--- src/hw/rtl/cmd_pkg.sv ---
// Shared types and constants for the control message dispatcher.
package cmd_pkg;

  localparam int unsigned CaptureBytes = 16;
  localparam logic [16:0] CountMax = 17'h1FFFF;
  localparam logic [15:0] RangeLimitReset = 16'd10000;

  typedef enum logic [3:0] {
    ActMalformed  = 4'd0,
    ActRetransmit = 4'd1,
    ActRun        = 4'd2,
    ActEcho       = 4'd3,
    ActRtt        = 4'd4,
    ActKeepalive  = 4'd5,
    ActFlow       = 4'd6,
    ActNonce      = 4'd7,
    ActRemoteUns  = 4'd8,
    ActUnsupReply = 4'd9,
    ActNone       = 4'd10
  } action_e;

  localparam logic [15:0] IdxNackMask  = 16'h0000;
  localparam logic [15:0] IdxNackRange = 16'h0001;
  localparam logic [15:0] IdxEchoReq   = 16'h0010;
  localparam logic [15:0] IdxEchoResp  = 16'h0011;
  localparam logic [15:0] IdxKeepalive = 16'h8000;
  localparam logic [15:0] IdxFlowAttr  = 16'h8001;
  localparam logic [15:0] IdxNonce     = 16'h8011;
  localparam logic [15:0] IdxUnsupp    = 16'h8020;

  localparam logic [2:0] RegSender   = 3'd0;
  localparam logic [2:0] RegReceiver = 3'd1;
  localparam logic [2:0] RegEvenKey  = 3'd2;
  localparam logic [2:0] RegOddKey   = 3'd3;
  localparam logic [2:0] RegRange    = 3'd4;

  typedef enum logic [2:0] {
    StCollect,
    StDecode,
    StRtt1,
    StRtt2,
    StEmit,
    StMask
  } state_e;

  // controller -> datapath
  typedef struct packed {
    logic take_byte;   // absorb accepted byte
    logic decode;      // latch first result of the message
    logic rtt_mul;     // register RTT product
    logic rtt_fin;     // finish RTT value
    logic mask_load;   // load NACK mask for the scan
    logic mask_step;   // present next set mask bit
  } cmd_t;

  // datapath -> controller
  typedef struct packed {
    logic is_rtt;
    logic is_mask;     // a NACK mask burst follows the first result
    logic mask_any;    // scan bits remain
  } sts_t;

endpackage

--- src/hw/rtl/cmd_ctrl.sv ---
// Controller state machine of the control message dispatcher.
module cmd_ctrl (
  input  logic            clk_i,
  input  logic            rst_ni,
  input  logic            in_valid_i,
  output logic            in_ready_o,
  input  logic            in_last_i,
  input  logic            out_ready_i,
  output logic            out_valid_o,
  input  cmd_pkg::sts_t   sts_i,
  output cmd_pkg::cmd_t   cmd_o
);

  cmd_pkg::state_e state_q, state_d;
  logic acc, take;

  assign acc  = in_valid_i && in_ready_o;
  assign take = out_valid_o && out_ready_i;

  always_ff @(posedge clk_i or negedge rst_ni) begin
    if (!rst_ni) begin
      state_q <= cmd_pkg::StCollect;
    end else begin
      state_q <= state_d;
    end
  end

  always_comb begin
    state_d = state_q;
    case (state_q)
      cmd_pkg::StCollect: begin
        if (acc && in_last_i) begin
          state_d = cmd_pkg::StDecode;
        end
      end
      cmd_pkg::StDecode: state_d = cmd_pkg::StEmit;
      cmd_pkg::StRtt1: state_d = cmd_pkg::StRtt2;
      cmd_pkg::StRtt2: state_d = cmd_pkg::StEmit;
      cmd_pkg::StEmit: begin
        if (sts_i.is_rtt) begin
          state_d = cmd_pkg::StRtt1;
        end else if (take) begin
          state_d = sts_i.is_mask ? cmd_pkg::StMask : cmd_pkg::StCollect;
        end
      end
      cmd_pkg::StMask: begin
        if (take && !sts_i.mask_any) begin
          state_d = cmd_pkg::StCollect;
        end
      end
      default: state_d = cmd_pkg::StCollect;
    endcase
  end

  always_comb begin
    in_ready_o  = 1'b0;
    out_valid_o = 1'b0;
    cmd_o       = '0;
    case (state_q)
      cmd_pkg::StCollect: begin
        in_ready_o      = 1'b1;
        cmd_o.take_byte = acc;
      end
      cmd_pkg::StDecode: begin
        cmd_o.decode    = 1'b1;
        cmd_o.mask_load = 1'b1;
      end
      cmd_pkg::StRtt1: cmd_o.rtt_mul = 1'b1;
      cmd_pkg::StRtt2: cmd_o.rtt_fin = 1'b1;
      cmd_pkg::StEmit: begin
        out_valid_o     = !sts_i.is_rtt;
        cmd_o.mask_step = take && sts_i.is_mask;
      end
      cmd_pkg::StMask: begin
        out_valid_o     = 1'b1;
        cmd_o.mask_step = take && sts_i.mask_any;
      end
      default: ;
    endcase
  end

endmodule

--- src/hw/rtl/cmd_dpath.sv ---
// Datapath: header capture, body store, decode and result registers.
module cmd_dpath #(
  parameter int unsigned CAPTURE_BYTES = cmd_pkg::CaptureBytes
) (
  input  logic            clk_i,
  input  logic            rst_ni,
  input  cmd_pkg::cmd_t   cmd_i,
  output cmd_pkg::sts_t   sts_o,
  input  logic [7:0]      data_byte_i,
  input  logic [63:0]     now_time_i,
  input  logic            sender_q_i,
  input  logic            receiver_q_i,
  input  logic            even_q_i,
  input  logic            odd_q_i,
  input  logic [15:0]     range_limit_i,
  output logic [3:0]      action_o,
  output logic [31:0]     seq_or_index_o,
  output logic [15:0]     run_length_o,
  output logic [31:0]     source_id_o,
  output logic [31:0]     word_high_o,
  output logic [31:0]     word_low_o,
  output logic [63:0]     wide_value_o,
  output logic            flag_o,
  output logic            failed_o,
  output logic            last_result_o
);

  localparam int unsigned AW = $clog2(CAPTURE_BYTES);

  logic [16:0] cnt_q;
  logic [15:0] idx_q, blen_q;
  logic [63:0] now_q;
  logic [7:0]  store_q [CAPTURE_BYTES];
  logic [16:0] total;
  logic [16:0] body_pos;

  assign body_pos = cnt_q - 17'd4;

  always_ff @(posedge clk_i or negedge rst_ni) begin
    if (!rst_ni) begin
      cnt_q  <= '0;
      idx_q  <= '0;
      blen_q <= '0;
      now_q  <= '0;
    end else if (cmd_i.decode) begin
      cnt_q <= '0;
    end else if (cmd_i.take_byte) begin
      case (cnt_q)
        17'd0: idx_q[15:8]  <= data_byte_i;
        17'd1: idx_q[7:0]   <= data_byte_i;
        17'd2: blen_q[15:8] <= data_byte_i;
        17'd3: blen_q[7:0]  <= data_byte_i;
        default: ;
      endcase
      now_q <= now_time_i;
      if (cnt_q != cmd_pkg::CountMax) begin
        cnt_q <= cnt_q + 17'd1;
      end
    end
  end

  always_ff @(posedge clk_i) begin
    if (cmd_i.take_byte && cnt_q >= 17'd4 && body_pos < 17'(CAPTURE_BYTES)) begin
      store_q[body_pos[AW-1:0]] <= data_byte_i;
    end
  end

  function automatic logic [31:0] wd(input logic [7:0] s [CAPTURE_BYTES],
                                     input int unsigned p);
    logic [31:0] w;
    w = '0;
    for (int k = 0; k < 4; k++) begin
      w = {w[23:0], (p + k < CAPTURE_BYTES) ? s[p + k] : 8'h00};
    end
    return w;
  endfunction

  // count including the last byte; decode runs the cycle after it
  assign total = cnt_q;

  logic [3:0]  act_d;
  logic [31:0] seq_d, src_d, hi_d, lo_d;
  logic [15:0] run_d;
  logic [63:0] wide_d;
  logic        flag_d, fail_d, rtt_d, mask_d;
  logic [31:0] w8;
  logic [16:0] want;
  logic [15:0] rcnt;
  logic [47:0] six;
  logic        odd_b, loaded;
  logic        bad;

  assign w8 = wd(store_q, 8);

  always_comb begin
    act_d = cmd_pkg::ActMalformed;
    seq_d = '0; src_d = '0; hi_d = '0; lo_d = '0; run_d = '0; wide_d = '0;
    flag_d = 1'b0; fail_d = 1'b0; rtt_d = 1'b0; mask_d = 1'b0;
    // a count above 16 bits always exceeds the limit
    want   = (w8[31:16] != 16'h0) ? 17'h1FFFF : {1'b0, w8[15:0]} + 17'd1;
    rcnt   = (want < {1'b0, range_limit_i}) ? want[15:0] : range_limit_i;
    odd_b  = store_q[0][7];
    loaded = odd_b ? odd_q_i : even_q_i;
    six    = '0;
    for (int i = 0; i < 6; i++) begin
      six = {six[39:0], (16'(i) < blen_q) ? store_q[i] : 8'h00};
    end
    bad = (total < 17'd4) || ({1'b0, blen_q} + 17'd4 > total);
    if (bad) begin
      fail_d = 1'b1;
    end else begin
      case (idx_q)
        cmd_pkg::IdxNackMask: begin
          if (blen_q < 16'd12) fail_d = 1'b1;
          else if (sender_q_i) begin
            act_d = cmd_pkg::ActRetransmit; seq_d = wd(store_q, 4);
            mask_d = 1'b1;
          end else act_d = cmd_pkg::ActNone;
        end
        cmd_pkg::IdxNackRange: begin
          if (blen_q < 16'd12) fail_d = 1'b1;
          else if (sender_q_i && rcnt != 16'd0) begin
            act_d = cmd_pkg::ActRun; seq_d = wd(store_q, 4); run_d = rcnt;
          end else act_d = cmd_pkg::ActNone;
        end
        cmd_pkg::IdxEchoReq: begin
          if (blen_q < 16'd16) fail_d = 1'b1;
          else begin
            act_d = cmd_pkg::ActEcho; src_d = wd(store_q, 0);
            hi_d = wd(store_q, 4); lo_d = w8;
          end
        end
        cmd_pkg::IdxEchoResp: begin
          if (blen_q < 16'd16) fail_d = 1'b1;
          else begin
            act_d = cmd_pkg::ActRtt; rtt_d = 1'b1;
            wide_d = now_q - {wd(store_q, 4), w8};
          end
        end
        cmd_pkg::IdxKeepalive: begin
          if (blen_q < 16'd10) fail_d = 1'b1;
          else begin
            act_d = cmd_pkg::ActKeepalive; wide_d = now_q;
            flag_d = store_q[6][7];
          end
        end
        cmd_pkg::IdxFlowAttr: begin
          if (blen_q != 16'd0 && receiver_q_i) begin
            act_d = cmd_pkg::ActFlow; run_d = blen_q;
          end else act_d = cmd_pkg::ActNone;
        end
        cmd_pkg::IdxNonce: begin
          if (blen_q < 16'd8) fail_d = 1'b1;
          else if (loaded) begin
            act_d = cmd_pkg::ActNonce; hi_d = wd(store_q, 0);
            lo_d = {16'h0, store_q[4], store_q[5]}; flag_d = odd_b;
          end else act_d = cmd_pkg::ActNone;
        end
        cmd_pkg::IdxUnsupp: begin
          if (blen_q < 16'd8) fail_d = 1'b1;
          else begin
            act_d = cmd_pkg::ActRemoteUns;
            seq_d = {16'h0, store_q[4], store_q[5]};
          end
        end
        default: begin
          act_d = cmd_pkg::ActUnsupReply; seq_d = {16'h0, idx_q};
          wide_d = {16'h0, six}; fail_d = 1'b1;
        end
      endcase
    end
  end

  // result registers and NACK mask scan
  logic [31:0] mask_q, base_q;
  logic [4:0]  pos;
  logic        rtt_q, ismask_q;
  logic [63:0] prod_q;
  logic [31:0] dly_q;
  logic [31:0] rest;

  always_comb begin
    pos = '0;
    for (int i = 31; i >= 0; i--) begin
      if (mask_q[i]) pos = 5'(i);
    end
  end
  assign rest = mask_q & ~(32'h1 << pos);

  always_ff @(posedge clk_i or negedge rst_ni) begin
    if (!rst_ni) begin
      rtt_q    <= 1'b0;
      ismask_q <= 1'b0;
      mask_q   <= '0;
    end else begin
      if (cmd_i.decode) begin
        rtt_q    <= rtt_d;
        ismask_q <= mask_d;
      end
      if (cmd_i.rtt_fin) rtt_q <= 1'b0;
      if (cmd_i.mask_load) mask_q <= w8;
      else if (cmd_i.mask_step && mask_q != 32'h0) mask_q <= rest;
    end
  end

  always_ff @(posedge clk_i) begin
    if (cmd_i.decode) begin
      action_o <= act_d; seq_or_index_o <= seq_d; run_length_o <= run_d;
      source_id_o <= src_d; word_high_o <= hi_d; word_low_o <= lo_d;
      wide_value_o <= wide_d; flag_o <= flag_d; failed_o <= fail_d;
      last_result_o <= !mask_d || (w8 == 32'h0);
      dly_q <= wd(store_q, 12);
      base_q <= wd(store_q, 4);
    end
    if (cmd_i.rtt_mul) begin
      prod_q <= wide_value_o * 64'd1000000;
    end
    if (cmd_i.rtt_fin) begin
      wide_value_o <= {16'h0, prod_q[63:16]} - {32'h0, dly_q};
    end
    if (cmd_i.mask_step) begin
      seq_or_index_o <= base_q + 32'd1 + {27'h0, pos};
      last_result_o  <= (rest == 32'h0);
    end
  end

  assign sts_o.is_rtt   = rtt_q;
  assign sts_o.is_mask  = ismask_q && !last_result_o;
  assign sts_o.mask_any = (mask_q != 32'h0);

endmodule

--- src/hw/rtl/control_message_dispatcher_unit.sv ---
// Top level of the control message dispatcher.
// Takes a control payload one byte per accepted request and, at the byte
// marked last, emits one result (or up to 33 for a NACK bitmask). Payload
// bytes are taken one per cycle. After the last byte the input stalls for
// the decode state plus the burst: each result leaves when the sink is
// ready, and the next byte is taken the cycle after the final result
// leaves. Before its result is valid, the RTT reply passes through a status
// check, a 64-bit multiply and a subtract. Configuration writes are taken
// at any time; write only while no message is in flight.
module control_message_dispatcher_unit #(
  parameter int unsigned CAPTURE_BYTES = cmd_pkg::CaptureBytes
) (
  input  logic        clk_i,
  input  logic        rst_ni,
  input  logic        in_valid_i,
  output logic        in_ready_o,
  input  logic [7:0]  data_byte_i,
  input  logic        last_byte_i,
  input  logic [63:0] now_time_i,
  output logic        out_valid_o,
  input  logic        out_ready_i,
  output logic [3:0]  action_o,
  output logic [31:0] seq_or_index_o,
  output logic [15:0] run_length_o,
  output logic [31:0] source_id_o,
  output logic [31:0] word_high_o,
  output logic [31:0] word_low_o,
  output logic [63:0] wide_value_o,
  output logic        flag_o,
  output logic        failed_o,
  output logic        last_result_o,
  input  logic        cfg_valid_i,
  output logic        cfg_ready_o,
  input  logic [2:0]  cfg_index_i,
  input  logic [15:0] cfg_data_i
);

  cmd_pkg::cmd_t cmd;
  cmd_pkg::sts_t sts;
  logic sender_q, receiver_q, even_q, odd_q;
  logic [15:0] range_q;

  assign cfg_ready_o = 1'b1;

  always_ff @(posedge clk_i or negedge rst_ni) begin
    if (!rst_ni) begin
      sender_q   <= 1'b0;
      receiver_q <= 1'b0;
      even_q     <= 1'b0;
      odd_q      <= 1'b0;
      range_q    <= cmd_pkg::RangeLimitReset;
    end else if (cfg_valid_i) begin
      case (cfg_index_i)
        cmd_pkg::RegSender:   sender_q   <= cfg_data_i[0];
        cmd_pkg::RegReceiver: receiver_q <= cfg_data_i[0];
        cmd_pkg::RegEvenKey:  even_q     <= cfg_data_i[0];
        cmd_pkg::RegOddKey:   odd_q      <= cfg_data_i[0];
        cmd_pkg::RegRange:    range_q    <= cfg_data_i;
        default: ;
      endcase
    end
  end

  cmd_ctrl u_ctrl (
    .clk_i, .rst_ni, .in_valid_i, .in_ready_o,
    .in_last_i(last_byte_i), .out_ready_i, .out_valid_o,
    .sts_i(sts), .cmd_o(cmd)
  );

  cmd_dpath #(.CAPTURE_BYTES(CAPTURE_BYTES)) u_dpath (
    .clk_i, .rst_ni, .cmd_i(cmd), .sts_o(sts),
    .data_byte_i, .now_time_i,
    .sender_q_i(sender_q), .receiver_q_i(receiver_q),
    .even_q_i(even_q), .odd_q_i(odd_q), .range_limit_i(range_q),
    .action_o, .seq_or_index_o, .run_length_o, .source_id_o,
    .word_high_o, .word_low_o, .wide_value_o, .flag_o, .failed_o,
    .last_result_o
  );

endmodule
--- config.mk ---
export PLATFORM = sky130hd
export DESIGN_NAME = control_message_dispatcher_unit
export DESIGN_NICKNAME = d
export VERILOG_FILES = /design/src/hw/rtl/cmd_pkg.sv /design/src/hw/rtl/cmd_ctrl.sv /design/src/hw/rtl/cmd_dpath.sv /design/src/hw/rtl/control_message_dispatcher_unit.sv
export SDC_FILE = /design/constraint.sdc
export NUM_CORES = 2
export LEC_CHECK = 0
export BUFFER_PORTS_ARGS = -buffer_cell sky130_fd_sc_hd__buf_2
export CAP_MARGIN = 15
export CORE_AREA = 2 2 295 297
export DETAILED_ROUTE_END_ITERATION = 8
export DIE_AREA = 0 0 297 299
export PLACE_DENSITY_LB_ADDON = 0.05
export SLEW_MARGIN = 20
export SYNTH_ARGS = -nofsm -noshare
export SYNTH_HDL_FRONTEND = slang
export SYNTH_SLANG_ARGS = --single-unit
--- constraint.sdc ---
create_clock -name clk_i -period 14.68 [get_ports clk_i]
set_input_delay 1.468 -clock clk_i [delete_from_list [all_inputs] [get_ports clk_i]]
set_output_delay 1.468 -clock clk_i [all_outputs]
set_load 0.03 [all_outputs]
# Word-level counts from Yosys, hierarchy flattened
# Cells that the tools add are included.
# totals
register_bits	635
latch_bits	0
ramBits	0
rom_bits	0
input_bits	97
out_inout_bits	218
elab_cells	273
mem_count	0
# classes
n_addsub	8
mul	1
div_mod_pow	0
order_cmp	17
eq_ne	23
n_shift	1
muxes	121
bitwise	5
reduce_logical	53
# ops
cell	n
$mux W32	14
$mux W64	5
$pmux W64 S3	1
$mux W5	32
$bwmux W128	1
$pmux W32 S2	2
$pmux W32 S4	1
$mux W16	6
$mux W17	4
$eq A16 B16 Y1 const B	4
$logic_not A32 Y1	2
$mul A64 B14 Y58 const B	1
$sub A64 B64 Y64	1
$mux W8	7
$sub A48 B32 Y49	1
$lt A16 B4 Y1 const B	3
$reduce_bool A16 Y1	3
$eq A17 B2 Y1 const B	2
$add A32 B1 Y32 const B	1
$add A32 B5 Y32	1
$and A32 B32 Y32	1
$demux W8 S4	1
$eq A16 B5 Y1 const B	2
$lt A1 B16 Y1 const A	2
49 further kinds	131

# Logic depth before layout (Yosys ltp)
# logic_depth
depth_word	37
ltp_mapped	22
depth_no_buf	22

# Cells and area by module
# Synthesis repeated with hierarchy kept, for this count alone.
# unflattened
hier_cells	3941
area_unflattened_um2	42421.9
# modules_own_cells
module	n_inst	cells_per_inst	area_per_inst_um2	seq_area_each_um2
cmd_dpath	1	3863	41274.6	17341.6
control_message_dispatcher_unit	1	49	864.6	506.7
cmd_ctrl	1	29	282.8	75.1

# Worst setup path before layout
# OpenSTA, ideal clock, no wires.
# synth_path
path_type	register -> register
startpoint	register u_ctrl.state_q[2]
endpoint	register u_dpath.action_o[0] (enable)
setup_ns	0.618
arrival_ns	6.315
setup_slack_ns	7.748
stages_incl_launch_ff	6
n_path_buf	2
cell_sequence	dfrtp_1 -> nand2b_1 -> or2_2 -> inv_1 -> clkbuf_1 -> clkbuf_1
# synth_via
elab_chain_cells	2
# synth_lines
element	line	source
start: declaration	cmd_ctrl.sv:14	cmd_pkg::state_e state_q, state_d;
start signal: assignment	cmd_ctrl.sv:22	state_q <= cmd_pkg::StCollect;
start signal: assignment	cmd_ctrl.sv:24	state_q <= state_d;
$eq A3 B1 Y1	cmd_ctrl.sv:59	case (state_q)
$mux W1	cmd_ctrl.sv:59	
end signal: assignment	cmd_dpath.sv:208	action_o <= act_d; seq_or_index_o <= seq_d; run_length_o <= run_d;
end: declaration	cmd_dpath.sv:16	output logic [3:0] action_o,
# No other way between the ends.
# A chain may end at the register's enable or synchronous reset.

# Final worst setup path
# layout_path
startpoint	register u_dpath.wide_value_o[0]
endpoint	register u_dpath.prod_q[45], data pin
# layout_via
elab_chain_cells	1
# layout_lines
element	line	source
start: declaration	cmd_dpath.sv:22	output logic [63:0] wide_value_o,
start signal: assignment	cmd_dpath.sv:210	wide_value_o <= wide_d; flag_o <= flag_d; failed_o <= fail_d;
start signal: assignment	cmd_dpath.sv:219	wide_value_o <= {16'h0, prod_q[63:16]} - {32'h0, dly_q};
$mul A64 B14 Y58	cmd_dpath.sv:216	prod_q <= wide_value_o * 64'd1000000;
end signal: assignment	cmd_dpath.sv:216	
end: declaration	cmd_dpath.sv:178	logic [63:0] prod_q;
# No other way between the ends.

==> metrics.csv <==
stage;metric;value;unit
run_status;status;finished clean;
timing;Max Freq;141;MHz
die;Starting Density;49.5;%
detailed_routing;First-pass DRT Iterations;6;
worst_setup_path;slowest stage cell, crit path;a311oi_1;
job;total of max-cap violations;0;
synth;synthesis-stage register bit count;625;
die;Die ar.;88800;sq um
worst_setup_path;Crit path depth;21;
global_route;met1 usage;45.0;%
cts;H-Tree Depth;3;
detailed_routing;Routed WL per cell;24.9;um
die;die height;299;um
worst_setup_path;Bufs and invs on worst path;5;
cts;Hold Buf Count CTS;0;
die;CORE AREA;85900;sq um
cells_and_area;fin nets;5034;
cells_and_area;commonest non-fill, non-tap cell in the layout;edfxtp_1;
worst_setup_path;Worst Path Required;15.06;ns
die;Core Rows;108;
global_route;global-route wire length before repair;209000;um
synth;synthesized cell area;42600;sq um
detailed_routing;via count;33000;
placement;port buffer count;313;
timing;Slew HR;21.2;%
worst_setup_path;R2R Path End;u_dpath.prod_q[45]$_DFFE_PP_;
global_route;initial antenna violation count;1;
worst_setup_path;CP Launch Point;u_dpath.wide_value_o[0]$_DFFE_PN_;
cts;clk sink count;625;
synth;Primary FF master, synth;edfxtp_1;
cts;Worst-Skew Late Latency;0.65;ns
timing;final-report hold violation count;0;
worst_setup_path;data arrival time of the worst path;7.49;ns
cells_and_area;most frequent cells in the layout;455 x edfxtp_1, 452 x nand2_1, 446 x inv_1;
synth;post-synthesis cell count;4126;
synth;post-synthesis net count;4755;
worst_setup_path;Critical Path End;u_dpath.prod_q[45]$_DFFE_PP_;
global_route;met2 Use GR;48.5;%
die;I/O pins;315;
cts;clock tree from TritonCTS;built;
timing;crit path time final;7.11;ns
worst_setup_path;critical path, cell by cell;fa_1 > inv_1 > fa_1 > fa_1 > inv_1 > fa_1 > ha_1 > inv_1 > fa_1 > inv_1 > ha_1 > inv_1 > o21ai_0 > a311oi_1 > o21ba_1 > o31a_1 > o21ai_1 > a211oi_1 > nor2b_1 > o41ai_1 > xnor2_1;
worst_setup_path;FF-to-FF Start;u_dpath.wide_value_o[0]$_DFFE_PN_;
detailed_routing;initial drt markers;3011;
synth;Post-synth EDFFs;455;
timing;Slew Viols, Final;0;
cts;cts bufs inserted;71;
synth;sequential-to-total area share from yosys stat;42.1;%
min_path;worst hold-check path type;flip-flop to flip-flop;
die;chip width;297;um
timing;Setup Viol. Count Final;0;
timing;RSZ-0062 raised after global routing;no;
worst_setup_path;startpoint class of the critical path;flip-flop;
worst_setup_path;CP endpoint kind;flip-flop;
cts;PostCTS Resize Cnt;0;
worst_setup_path;CP max stage delay;0.87;ns
worst_setup_path;CP Class;flip-flop to flip-flop;
placement;GPL Wtd Cong;0.954;
synth;Yosys cell types;95;
cells_and_area;ratio of cells with drive above 1 in the final layout;12.7;%
cts;# Post-CTS Setup Buffers;0;
detailed_routing;DR DRC count;0;
timing;clk_skew;0.0354;ns
timing;Fin Setup TNS;0;ns
detailed_routing;drt via density;5.86;
global_route;M3 GR Usage;4.94;%
global_route;number of global-route vias before repair;32500;
global_route;busiest grt layer;met2;
global_route;grt ovf;0;
worst_setup_path;CP top delay family;adder cells;
cts;clk slew on worst S/H paths;0.06;ns
cells_and_area;Area growth, synth to finish;12.3;%
cells_and_area;FILL cells;7805;
global_route;GRT Util Overall;31.4;%
global_route;pin count of the biggest net entering global routing;67;
worst_setup_path;Worst Reg-to-Reg Cells;21;
worst_setup_path;R2R setup slack;7.57;ns
synth;asr flop ratio synth;27.2;%
cts;Clock Tree Buf Depth;3;
timing;Least-Margin Pin Slew;1.16;ns
detailed_routing;number of routed nets with antenna violations;0;
synth;Yosys Warn Count;0;
worst_setup_path;maximum fanout along the worst path;7;
detailed_routing;final wirelength;140000;um
synth;syn_area_per_cell;10.3;sq um
placement;dpl hpwl;104000;um
timing;period utilisation layout;48.4;%
cts;CTS Root Cell;clkbuf_16;
-- cells in the mapped netlist, types with 7 or more instances --
cell type  count  area (sq um)
nand3b_1       7          52.6
mux2i_1       21           210
or3_1         19           119
buf_1          9          33.8
ha_1         304          3800
a22o_1        34           298
nor3_1        61           305
a21o_1        89           668
clkbuf_1     128           480
nor2_1       232           871
o211ai_1      12          90.1
and3_1        34           213
nand2b_1      23           144
o22ai_1       46           288
o21ai_0      209          1050
and2_1        53           332
o21bai_1      20           150
a211oi_1      17           128
nand2_1      453          1700
and4_1        16           140
a221o_1        8          80.1
dfrtp_1      165          4130
nand4_1       46           288
nand3_1       59           295
o21ai_1       64           320
mux2_2        38           428
o31ai_1       17           128
or4_1         10          75.1
a221oi_1      15           131
edfxtp_1     455         13700
inv_1        448          1680
or2_2         18           113
fa_1         228          4560
xnor2_1      138          1210
nor4_1        52           325
a21oi_1      232          1160
a22oi_1       61           458
xor2_1        80           701
o21a_1        36           270
a31oi_1       26           163
nor2b_1       24           150
-- cells by family (layout without fill, tap and decap cells) --
kind of cell	count (synthesis)	count (layout)	share of synthesized area, %
simple gates	1135	1135	12.6
compound gates	959	959	14.3
xor+xnor	218	218	4.49
mux	59	59	1.50
other cells	1	6	0.00881
fa+ha+maj	533	533	19.7
flops	625	625	42.1
buf+inv	596	934	5.33
-- area by class of cell --
type                       instances  area, sq um  area share [%]
inverter                         449         1690            3.54
tap                             1155         1450            3.02
clock buffer                      90         1940            4.06
timing repair buffer             353         1870            3.92
clock inverter                    42          477           0.998
multi-input combinational       2905        22400            46.9
sequential                       625        17900            37.5
antenna                            5         12.5          0.0262
-- layer usage --
layer	vias up	wire length [um]	part of all wire, %
li1	15100	-	-
met2	1312	63300	45
met4	0	5000	3.6
met3	218	10400	7.4
met1	16300	61300	44
met5	-	0	0
-- state kept, by name, indices dropped and copies added (netlist names), 3 cells and up --
name                    flops
u_dpath.cnt_q              17
u_dpath.word_high_o        32
u_ctrl.state_q              3
u_dpath.store_q           127
u_dpath.action_o            4
range_q                    16
u_dpath.now_q              64
u_dpath.seq_or_index_o     32
u_dpath.dly_q              32
u_dpath.prod_q             48
u_dpath.blen_q             16
u_dpath.source_id_o        32
u_dpath.word_low_o         32
u_dpath.mask_q             32
u_dpath.base_q             32
u_dpath.run_length_o       16
u_dpath.wide_value_o       64
u_dpath.idx_q              16
-- per-stage QoR --
stage	instance area [sq um]	worst slack [ns]	cells	hold WS, ns	utilization, %
after global placement	45300	7.61	5487	0.400	52.8
after CTS	47800	7.48	5619	0.416	55.6
after global routing	47800	7.06	5619	0.424	55.6
after detailed placement	45300	7.47	5487	0.405	52.8
after floorplan	42600	7.75	4126	0.400	-
final	47800	7.57	5624	0.417	55.6
-- worst min-delay path by stage --
| stage | from | to | slack [ns] | depth (start not counted) |
|---|---|---|---|---|
| after floorplan | u_dpath.store_q[0]$_DFFE_PP_ | u_dpath.dly_q[0]$_DFFE_PP_ | 0.40 | 0 |
| after global placement | u_dpath.store_q[30]$_DFFE_PP_ | u_dpath.dly_q[30]$_DFFE_PP_ | 0.40 | 0 |
| after detailed placement | u_dpath.store_q[21]$_DFFE_PP_ | u_dpath.dly_q[21]$_DFFE_PP_ | 0.40 | 0 |
| after CTS | u_dpath.store_q[23]$_DFFE_PP_ | u_dpath.dly_q[23]$_DFFE_PP_ | 0.42 | 0 |
| after global routing | u_dpath.store_q[19]$_DFFE_PP_ | u_dpath.dly_q[19]$_DFFE_PP_ | 0.42 | 0 |
| final | u_dpath.store_q[21]$_DFFE_PP_ | u_dpath.dly_q[21]$_DFFE_PP_ | 0.42 | 0 |
Power is not shown: default switching activity piles up to over one toggle a cycle in this logic, so the estimate is an artifact.
